===== src/jsu_pkg.sv =====
// ----------------------------------------------------------------------------
// jsu_pkg: shared types and constants for the JSON string unescaper
// Phase and status codes, decoder state, one item's result run, and the
// character codes tested by the decoder.
// ----------------------------------------------------------------------------
package jsu_pkg;

    typedef enum logic [3:0] {
        PH_IDLE    = 4'd0,
        PH_STR     = 4'd1,
        PH_ESC     = 4'd2,
        PH_HEX1    = 4'd3,
        PH_WANT_BS = 4'd4,
        PH_WANT_U  = 4'd5,
        PH_HEX2    = 4'd6
    } t_phase;

    typedef enum logic [3:0] {
        ST_OK       = 4'd0,
        ST_NOQUOTE  = 4'd1,
        ST_UNTERM   = 4'd2,
        ST_TRUNC    = 4'd3,
        ST_NONHEX   = 4'd4,
        ST_LONEHIGH = 4'd5,
        ST_BADLOW   = 4'd6,
        ST_LONELOW  = 4'd7,
        ST_BADESC   = 4'd8,
        ST_CTRL     = 4'd9
    } t_status;

    typedef struct packed {
        t_phase      phase;
        logic [15:0] hex_accum;
        logic [2:0]  digit_count;
        logic        bad_digit_seen;
        logic [9:0]  high_half;
    } t_state;

    localparam t_state STATE_RESET = '{
        phase:          PH_IDLE,
        hex_accum:      16'h0000,
        digit_count:    3'd0,
        bad_digit_seen: 1'b0,
        high_half:      10'd0
    };

    typedef struct packed {
        logic [3:0][7:0] bytes;
        logic [2:0]      nbytes;
        logic            term;
        t_status         status;
    } t_run;

    localparam logic [7:0] CH_SPACE  = 8'h20;
    localparam logic [7:0] CH_TAB    = 8'h09;
    localparam logic [7:0] CH_LF     = 8'h0A;
    localparam logic [7:0] CH_CR     = 8'h0D;
    localparam logic [7:0] CH_QUOTE  = 8'h22;
    localparam logic [7:0] CH_BSLASH = 8'h5C;
    localparam logic [7:0] CH_SLASH  = 8'h2F;
    localparam logic [7:0] CH_LOW_B  = 8'h62;
    localparam logic [7:0] CH_LOW_F  = 8'h66;
    localparam logic [7:0] CH_LOW_N  = 8'h6E;
    localparam logic [7:0] CH_LOW_R  = 8'h72;
    localparam logic [7:0] CH_LOW_T  = 8'h74;
    localparam logic [7:0] CH_LOW_U  = 8'h75;
    localparam logic [7:0] CH_BS     = 8'h08;
    localparam logic [7:0] CH_FF     = 8'h0C;

    localparam logic [5:0] SURR_HIGH_TAG = 6'b110110;
    localparam logic [5:0] SURR_LOW_TAG  = 6'b110111;

    // 0..15 for a hex digit, bit 4 set otherwise
    function automatic logic [4:0] hex_value(input logic [7:0] b);
        logic [4:0] d;
        d = 5'h10;
        if (b inside {[8'h30:8'h39]}) begin
            d = {1'b0, b[3:0]};
        end else if (b inside {[8'h61:8'h66], [8'h41:8'h46]}) begin
            d = {1'b0, b[3:0] + 4'd9};
        end
        return d;
    endfunction

endpackage


===== src/jsu_decode.sv =====
// ----------------------------------------------------------------------------
// jsu_decode: per-item decode step
// From the current phase and one input byte, form the next decoder state and
// the run of results (up to four UTF-8 bytes and a terminal status).
// ----------------------------------------------------------------------------
module jsu_decode (
    input  jsu_pkg::t_state i_state,
    input  logic [7:0]      i_in_byte,
    input  logic            i_final_byte,
    output jsu_pkg::t_state o_state,
    output jsu_pkg::t_run   o_run
);

    logic [4:0]       dig;
    logic [15:0]      acc_n;
    logic [2:0]       cnt_n;
    logic             bad_n;
    logic [20:0]      cp;
    logic [3:0][7:0]  enc_bytes;
    logic [2:0]       enc_n;
    logic             fin_req;
    jsu_pkg::t_status fin_st;

    assign dig   = jsu_pkg::hex_value(i_in_byte);
    assign acc_n = {i_state.hex_accum[11:0], dig[3:0]};
    assign cnt_n = i_state.digit_count + 3'd1;
    assign bad_n = i_state.bad_digit_seen | dig[4];

    assign cp = (i_state.phase == jsu_pkg::PH_HEX2)
              ? 21'h10000 + {1'b0, i_state.high_half, acc_n[9:0]}
              : {5'd0, acc_n};

    always_comb begin
        enc_bytes = '0;
        if (cp < 21'h80) begin
            enc_n        = 3'd1;
            enc_bytes[0] = cp[7:0];
        end else if (cp < 21'h800) begin
            enc_n        = 3'd2;
            enc_bytes[0] = {3'b110, cp[10:6]};
            enc_bytes[1] = {2'b10, cp[5:0]};
        end else if (cp < 21'h10000) begin
            enc_n        = 3'd3;
            enc_bytes[0] = {4'b1110, cp[15:12]};
            enc_bytes[1] = {2'b10, cp[11:6]};
            enc_bytes[2] = {2'b10, cp[5:0]};
        end else begin
            enc_n        = 3'd4;
            enc_bytes[0] = {5'b11110, cp[20:18]};
            enc_bytes[1] = {2'b10, cp[17:12]};
            enc_bytes[2] = {2'b10, cp[11:6]};
            enc_bytes[3] = {2'b10, cp[5:0]};
        end
    end

    always_comb begin
        o_state = i_state;
        o_run   = '0;
        fin_req = 1'b0;
        fin_st  = jsu_pkg::ST_OK;
        case (i_state.phase)
            jsu_pkg::PH_IDLE: begin
                if (i_in_byte inside {jsu_pkg::CH_SPACE, jsu_pkg::CH_TAB,
                                      jsu_pkg::CH_LF, jsu_pkg::CH_CR}) begin
                    fin_req = i_final_byte;
                    fin_st  = jsu_pkg::ST_NOQUOTE;
                end else if (i_in_byte == jsu_pkg::CH_QUOTE) begin
                    o_state       = jsu_pkg::STATE_RESET;
                    o_state.phase = jsu_pkg::PH_STR;
                    fin_req       = i_final_byte;
                    fin_st        = jsu_pkg::ST_UNTERM;
                end else begin
                    fin_req = 1'b1;
                    fin_st  = jsu_pkg::ST_NOQUOTE;
                end
            end
            jsu_pkg::PH_STR: begin
                if (i_in_byte == jsu_pkg::CH_QUOTE) begin
                    fin_req = 1'b1;
                    fin_st  = jsu_pkg::ST_OK;
                end else if (i_in_byte == jsu_pkg::CH_BSLASH) begin
                    o_state.phase = jsu_pkg::PH_ESC;
                    fin_req       = i_final_byte;
                    fin_st        = jsu_pkg::ST_UNTERM;
                end else if (i_in_byte < jsu_pkg::CH_SPACE) begin
                    fin_req = 1'b1;
                    fin_st  = jsu_pkg::ST_CTRL;
                end else begin
                    o_run.bytes[0] = i_in_byte;
                    o_run.nbytes   = 3'd1;
                    fin_req        = i_final_byte;
                    fin_st         = jsu_pkg::ST_UNTERM;
                end
            end
            jsu_pkg::PH_ESC: begin
                fin_req       = i_final_byte;
                fin_st        = jsu_pkg::ST_UNTERM;
                o_run.nbytes  = 3'd1;
                o_state.phase = jsu_pkg::PH_STR;
                case (i_in_byte)
                    jsu_pkg::CH_QUOTE:  o_run.bytes[0] = jsu_pkg::CH_QUOTE;
                    jsu_pkg::CH_BSLASH: o_run.bytes[0] = jsu_pkg::CH_BSLASH;
                    jsu_pkg::CH_SLASH:  o_run.bytes[0] = jsu_pkg::CH_SLASH;
                    jsu_pkg::CH_LOW_B:  o_run.bytes[0] = jsu_pkg::CH_BS;
                    jsu_pkg::CH_LOW_F:  o_run.bytes[0] = jsu_pkg::CH_FF;
                    jsu_pkg::CH_LOW_N:  o_run.bytes[0] = jsu_pkg::CH_LF;
                    jsu_pkg::CH_LOW_R:  o_run.bytes[0] = jsu_pkg::CH_CR;
                    jsu_pkg::CH_LOW_T:  o_run.bytes[0] = jsu_pkg::CH_TAB;
                    jsu_pkg::CH_LOW_U: begin
                        o_run.nbytes           = 3'd0;
                        o_state.phase          = jsu_pkg::PH_HEX1;
                        o_state.hex_accum      = 16'h0000;
                        o_state.digit_count    = 3'd0;
                        o_state.bad_digit_seen = 1'b0;
                        fin_st                 = jsu_pkg::ST_TRUNC;
                    end
                    default: begin
                        o_run.nbytes = 3'd0;
                        fin_req      = 1'b1;
                        fin_st       = jsu_pkg::ST_BADESC;
                    end
                endcase
            end
            jsu_pkg::PH_HEX1, jsu_pkg::PH_HEX2: begin
                o_state.hex_accum      = acc_n;
                o_state.digit_count    = cnt_n;
                o_state.bad_digit_seen = bad_n;
                if (!cnt_n[2]) begin
                    fin_req = i_final_byte;
                    fin_st  = jsu_pkg::ST_TRUNC;
                end else if (bad_n) begin
                    fin_req = 1'b1;
                    fin_st  = jsu_pkg::ST_NONHEX;
                end else if (i_state.phase == jsu_pkg::PH_HEX1) begin
                    if (acc_n[15:10] == jsu_pkg::SURR_HIGH_TAG) begin
                        o_state.high_half = acc_n[9:0];
                        o_state.phase     = jsu_pkg::PH_WANT_BS;
                        fin_req           = i_final_byte;
                        fin_st            = jsu_pkg::ST_LONEHIGH;
                    end else if (acc_n[15:10] == jsu_pkg::SURR_LOW_TAG) begin
                        fin_req = 1'b1;
                        fin_st  = jsu_pkg::ST_LONELOW;
                    end else begin
                        o_run.bytes   = enc_bytes;
                        o_run.nbytes  = enc_n;
                        o_state.phase = jsu_pkg::PH_STR;
                        fin_req       = i_final_byte;
                        fin_st        = jsu_pkg::ST_UNTERM;
                    end
                end else begin
                    if (acc_n[15:10] != jsu_pkg::SURR_LOW_TAG) begin
                        fin_req = 1'b1;
                        fin_st  = jsu_pkg::ST_BADLOW;
                    end else begin
                        o_run.bytes   = enc_bytes;
                        o_run.nbytes  = enc_n;
                        o_state.phase = jsu_pkg::PH_STR;
                        fin_req       = i_final_byte;
                        fin_st        = jsu_pkg::ST_UNTERM;
                    end
                end
            end
            jsu_pkg::PH_WANT_BS: begin
                if (i_in_byte != jsu_pkg::CH_BSLASH || i_final_byte) begin
                    fin_req = 1'b1;
                    fin_st  = jsu_pkg::ST_LONEHIGH;
                end else begin
                    o_state.phase = jsu_pkg::PH_WANT_U;
                end
            end
            jsu_pkg::PH_WANT_U: begin
                if (i_in_byte != jsu_pkg::CH_LOW_U) begin
                    fin_req = 1'b1;
                    fin_st  = jsu_pkg::ST_LONEHIGH;
                end else begin
                    o_state.phase          = jsu_pkg::PH_HEX2;
                    o_state.hex_accum      = 16'h0000;
                    o_state.digit_count    = 3'd0;
                    o_state.bad_digit_seen = 1'b0;
                    fin_req                = i_final_byte;
                    fin_st                 = jsu_pkg::ST_TRUNC;
                end
            end
            default: begin
                o_state = jsu_pkg::STATE_RESET;
            end
        endcase
        if (fin_req) begin
            o_state      = jsu_pkg::STATE_RESET;
            o_run.term   = 1'b1;
            o_run.status = fin_st;
        end
    end

endmodule


===== src/jsu_emit.sv =====
// ----------------------------------------------------------------------------
// jsu_emit: result register and serializer
// Hold one item's run of results and hand them out one per cycle while
// i_out_ready is high, bytes first and the terminal status last.
// ----------------------------------------------------------------------------
module jsu_emit (
    input  logic          i_clk,
    input  logic          i_rst_n,
    input  logic          i_load,
    input  jsu_pkg::t_run i_run,
    output logic          o_free,
    output logic          o_out_valid,
    input  logic          i_out_ready,
    output logic [7:0]    o_out_byte,
    output logic          o_byte_valid,
    output logic          o_token_done,
    output logic [3:0]    o_status,
    output logic          o_last_of_run
);

    logic          r_valid;
    jsu_pkg::t_run r_run;
    logic [2:0]    r_idx;
    logic [2:0]    total;
    logic          is_byte;
    logic          last;
    logic          take;

    assign total   = r_run.nbytes + {2'b00, r_run.term};
    assign is_byte = r_idx < r_run.nbytes;
    assign last    = (r_idx + 3'd1) == total;
    assign take    = r_valid && i_out_ready;
    assign o_free  = !r_valid || (take && last);

    always_ff @(posedge i_clk) begin
        if (!i_rst_n) begin
            r_valid <= 1'b0;
            r_idx   <= 3'd0;
        end else if (i_load) begin
            r_valid <= 1'b1;
            r_idx   <= 3'd0;
        end else if (take) begin
            if (last) begin
                r_valid <= 1'b0;
            end
            r_idx <= r_idx + 3'd1;
        end
    end

    always_ff @(posedge i_clk) begin
        if (i_load) begin
            r_run <= i_run;
        end
    end

    assign o_out_valid   = r_valid;
    assign o_out_byte    = is_byte ? r_run.bytes[r_idx[1:0]] : 8'h00;
    assign o_byte_valid  = is_byte;
    assign o_token_done  = !is_byte;
    assign o_status      = is_byte ? jsu_pkg::ST_OK : r_run.status;
    assign o_last_of_run = last;

endmodule


===== src/json_string_unescape_utf8.sv =====
// ----------------------------------------------------------------------------
// json_string_unescape_utf8: streaming unescaper for one JSON string token
// The first result of an item is offered in the cycle after the item is taken.
// Throughput: one item per cycle while the result register is free; an item
// with k results (k up to 5) holds that register until the single-result output
// port has handed out its last result. Reset: synchronous, active low; returns
// the decoder to idle and empties the result register.
// ----------------------------------------------------------------------------
module json_string_unescape_utf8 (
    input  logic       i_clk,
    input  logic       i_rst_n,
    input  logic       i_in_valid,
    output logic       o_in_ready,
    input  logic [7:0] i_in_byte,
    input  logic       i_final_byte,
    output logic       o_out_valid,
    input  logic       i_out_ready,
    output logic [7:0] o_out_byte,
    output logic       o_byte_valid,
    output logic       o_token_done,
    output logic [3:0] o_status,
    output logic       o_last_of_run
);

    jsu_pkg::t_state r_state;
    jsu_pkg::t_state n_state;
    jsu_pkg::t_run   run;
    logic            accept;
    logic            load;
    logic            free;

    jsu_decode u_decode (
        .i_state      (r_state),
        .i_in_byte    (i_in_byte),
        .i_final_byte (i_final_byte),
        .o_state      (n_state),
        .o_run        (run)
    );

    assign o_in_ready = free;
    assign accept     = i_in_valid && free;
    assign load       = accept && (run.nbytes != 3'd0 || run.term);

    always_ff @(posedge i_clk) begin
        if (!i_rst_n) begin
            r_state <= jsu_pkg::STATE_RESET;
        end else if (accept) begin
            r_state <= n_state;
        end
    end

    jsu_emit u_emit (
        .i_clk         (i_clk),
        .i_rst_n       (i_rst_n),
        .i_load        (load),
        .i_run         (run),
        .o_free        (free),
        .o_out_valid   (o_out_valid),
        .i_out_ready   (i_out_ready),
        .o_out_byte    (o_out_byte),
        .o_byte_valid  (o_byte_valid),
        .o_token_done  (o_token_done),
        .o_status      (o_status),
        .o_last_of_run (o_last_of_run)
    );

    a_term_last: assert property (@(posedge i_clk) disable iff (!i_rst_n)
        o_out_valid && o_token_done |-> o_last_of_run)
        else $error("terminal result not last of its run");

    a_no_take_mid_run: assert property (@(posedge i_clk) disable iff (!i_rst_n)
        o_out_valid && !o_last_of_run |-> !o_in_ready)
        else $error("input taken while a run is still pending");

    a_byte_clean: assert property (@(posedge i_clk) disable iff (!i_rst_n)
        o_out_valid && o_byte_valid |-> o_status == jsu_pkg::ST_OK && !o_token_done)
        else $error("byte result carries a status");

    a_idle_after_done: assert property (@(posedge i_clk) disable iff (!i_rst_n)
        accept && run.term |=> r_state.phase == jsu_pkg::PH_IDLE)
        else $error("decoder not idle after token end");

endmodule


===== config.mk =====
export PLATFORM = sky130hd
export DESIGN_NAME = json_string_unescape_utf8
export DESIGN_NICKNAME = d
export VERILOG_FILES = /design/src/jsu_pkg.sv /design/src/jsu_decode.sv /design/src/jsu_emit.sv /design/src/json_string_unescape_utf8.sv
export SDC_FILE = /design/constraint.sdc
export NUM_CORES = 1
export LEC_CHECK = 0
export BUFFER_PORTS_ARGS = -buffer_cell sky130_fd_sc_hd__buf_2
export CORE_MARGIN = 2
export CORE_UTILIZATION = 45
export CTS_BUF_LIST = sky130_fd_sc_hd__clkbuf_16
export CTS_CLUSTER_DIAMETER = 30
export DETAILED_ROUTE_END_ITERATION = 7
export GPL_TIMING_DRIVEN = 0
export MAX_ROUTING_LAYER = met4
export PLACE_DENSITY_LB_ADDON = 0.2
export SYNTH_ARGS = -nofsm -noshare
export SYNTH_HDL_FRONTEND = slang
export SYNTH_SLANG_ARGS = --single-unit

===== constraint.sdc =====
create_clock -name i_clk -period 9.6 [get_ports i_clk]
set_input_delay 0.96 -clock i_clk [delete_from_list [all_inputs] [get_ports i_clk]]
set_output_delay 0.96 -clock i_clk [all_outputs]
set_load 0.005 [all_outputs]

==> metrics.txt <==
status=complete, no violations; post-DP HPWL=just over 9000 um; synthesized flop and latch total=70; setup violators final=0; min Tclk post-route=a little under 4 ns; die height=a little over 100 um; dpl ws=5.434 ns; number of max-cap violations=0; crit path launch type=input pin; core box area=slightly below 10000 um2; min setup slack post-route=roughly 5.7 ns; Post-DRT Antenna Nets=0; Area growth, synth to finish=14.11%; largest net degree at the start of global routing=32; Die ar.=roughly 11000 um2; clock transition at the registers of the reported paths=0.06 ns; worst vdd ir=roughly 0.11 mV; Critical Path RT=9.62 ns; total routed wirelength=roughly 13000 um; CTS tree=done; clock skew=roughly 0.0077 ns; Pleak=around 0.0019 uW; Post-CTS Hold Buffers=0; Post-CTS Repair Setup Buffers=0; Tot GR Track Use=between 20% and 30%; Slew Limit Headroom=34.87%; Period Utilization, post-route=between 40% and 50%; Num CTS Buffers=9; EDFF count, synth=37; area of the multi-input gates=roughly 2500 um2; first-pass GRT wire length=20530 um; register area=~1800 um2; I/O pins=30; later-pin clock latency in the skew report=about 0.33 ns; Max Buffers Root-to-Sink=2; DR WL/cell=around 19 um; Die W=~100 um; share of layout cells above drive strength 1=~15%; Rows=36; Port Buffers=27; PwrDens=~140 nW/um2; RSZ-0062 raised after global routing=false; register area share after synthesis=around 40%; cts repair resizes=0; Pre-Repair DR Iteration Count=5; DRT iter0 DRCs=around 420; Slew Limit Fails=0; synth unique cells=75; grt ovf=0; Via Count=around 4000; Final #Nets=~540; vias in the first global route=3803; Synthesized Nets=about 500; CTS root buffer=clkbuf_16; ys flop type=edfxtp_1; Hold WC Path Type=reg2reg; worst-path fanout max=31; FMAX=0.2587 GHz; crit path kind=in2reg; Sink Count=70; Post-synth ARST share=0%; critical path capture point type=flip-flop; cell count after synthesis=475; synthesized area per cell=~9.4 um2; H-tree depth=3; routed vias/inst=~6.1; endpoints failing hold=0; Post-Syn Area=~4500 um2; DRC viols=0; initial antenna violation count=0; total power=about 700 uW; initial core utilization=a little under half; antenna diode count=0; synth warn=0; Filler cells=925; Slew @ Worst Pin=a little under 1 ns; gpl congestion=1.041; Arrival @ worst endpoint=3.89 ns; TNS Setup=0 ns
## kinds of logic after synthesis
logic type	Yosys count	synth area share (%)
muxes	17	5.836
DFF	70	39.73
and+or+nand+nor	177	21.49
buffers and inverters	49	4.657
xor gates and xnor gates	14	2.750
AOI/OAI and AO/OA	137	22.45
adders and majority gates	11	3.086
## synth_stat cells, drive strengths merged (4+ instances only)
cell | instances | area [um2]
ha | 11 | 137.6
a22o | 16 | 140.1
nor2b | 12 | 75.07
buf | 9 | 53.80
o211ai | 6 | 45.04
xnor2 | 8 | 70.07
nand4 | 8 | 50.05
mux2i | 8 | 80.08
a32o | 10 | 100.1
and2 | 14 | 87.58
nand2 | 28 | 105.1
a22oi | 5 | 37.54
nor3 | 19 | 95.09
a31oi | 7 | 50.05
nand3 | 14 | 70.07
o21ai | 24 | 120.1
nand2b | 12 | 82.58
o22ai | 4 | 25.02
a21boi | 5 | 37.54
edfxtp | 37 | 1111
inv | 20 | 77.57
a21oi | 28 | 140.1
a211oi | 5 | 37.54
xor2 | 6 | 52.55
mux4 | 7 | 157.7
dfxtp | 33 | 660.6
clkbuf | 19 | 72.56
nor2 | 45 | 168.9
## final timing paths
path	to	cells after the start	startpoint	slack (ns)
worst min-delay path	r_state[12]	1	r_state[12]	0.49
worst min register to register	r_state[12]	1	r_state[12]	0.49
worst max register to register	u_emit.r_run[10]	10	r_state[30]	5.90
worst max-delay path	u_emit.r_run[18]	9	i_in_byte[0]	5.73
## power by group
part / switching [uW] / internal, uW
registers: 2.72 / 324
clock network: 129 / 202
logic: 37.9 / 24.2
total: 169 / 550
## layer usage
layer / wire length [um] / GRT usage (%) / vias up
li1: - / - / 1872
met3: 751 / 3.902 / 22
met2: 5884 / 37.80 / 177
met5: 0 / - / -
met1: 5771 / 34.47 / 1935
met4: 193 / 6.564 / 0
## final cells by class
class | instances | share of cell area (%)
timing repair buffer | 28 | 3.049
sequential | 70 | 34.82
buffer | 28 | 2.483
clock buffer | 9 | 4.426
multi-input combinational | 356 | 48.91
clock inverter | 7 | 1.451
inverter | 21 | 1.598
tap | 133 | 3.270
## registers in the layout, indices dropped and copies added (netlist names)
register            cells
u_emit.r_run           37
r_state                29
u_emit.r_idx            3
u_emit.o_out_valid      1
## cell usage in the layout, fill, tap and decap left out, types with 9 or more instances in the layout
cell type / netlist / routed
dfxtp_1: 33 / 33
ha_1: 11 / 11
nand3_1: 14 / 14
edfxtp_1: 37 / 37
and2_1: 14 / 14
nor2b_1: 12 / 12
nand2_1: 28 / 28
a32o_1: 10 / 10
clkbuf_1: 18 / 18
nor3_1: 19 / 19
inv_1: 18 / 19
a21oi_1: 28 / 28
o21ai_0: 23 / 23
clkbuf_16: 0 / 9
nand2b_1: 11 / 11
buf_2: 4 / 31
a22o_1: 16 / 16
nor2_1: 45 / 45
## metrics by stage
step           hold slack, ns  cells  cell area (um2)  util (%)
6_report               0.4888    652             5089     52.55
2_1_floorplan          0.4536    475             4459         -
5_1_grt                0.5241    652             5089     52.55
3_5_place_dp           0.4752    636             4790     49.46
4_1_cts                0.4940    652             5089     52.55
3_3_place_gp           0.4711    635             4761     49.16
## worst max-delay path, stage by stage
cell     delay, ns
buf_2         0.21
inv_1         0.09
ha_1          0.29
and4b_1       0.28
and2_1        0.23
nor4_1        0.81
nor2_1        0.27
a31oi_4       0.48
buf_12        0.26
No activity file was read; power rests on OpenSTA's default activity.
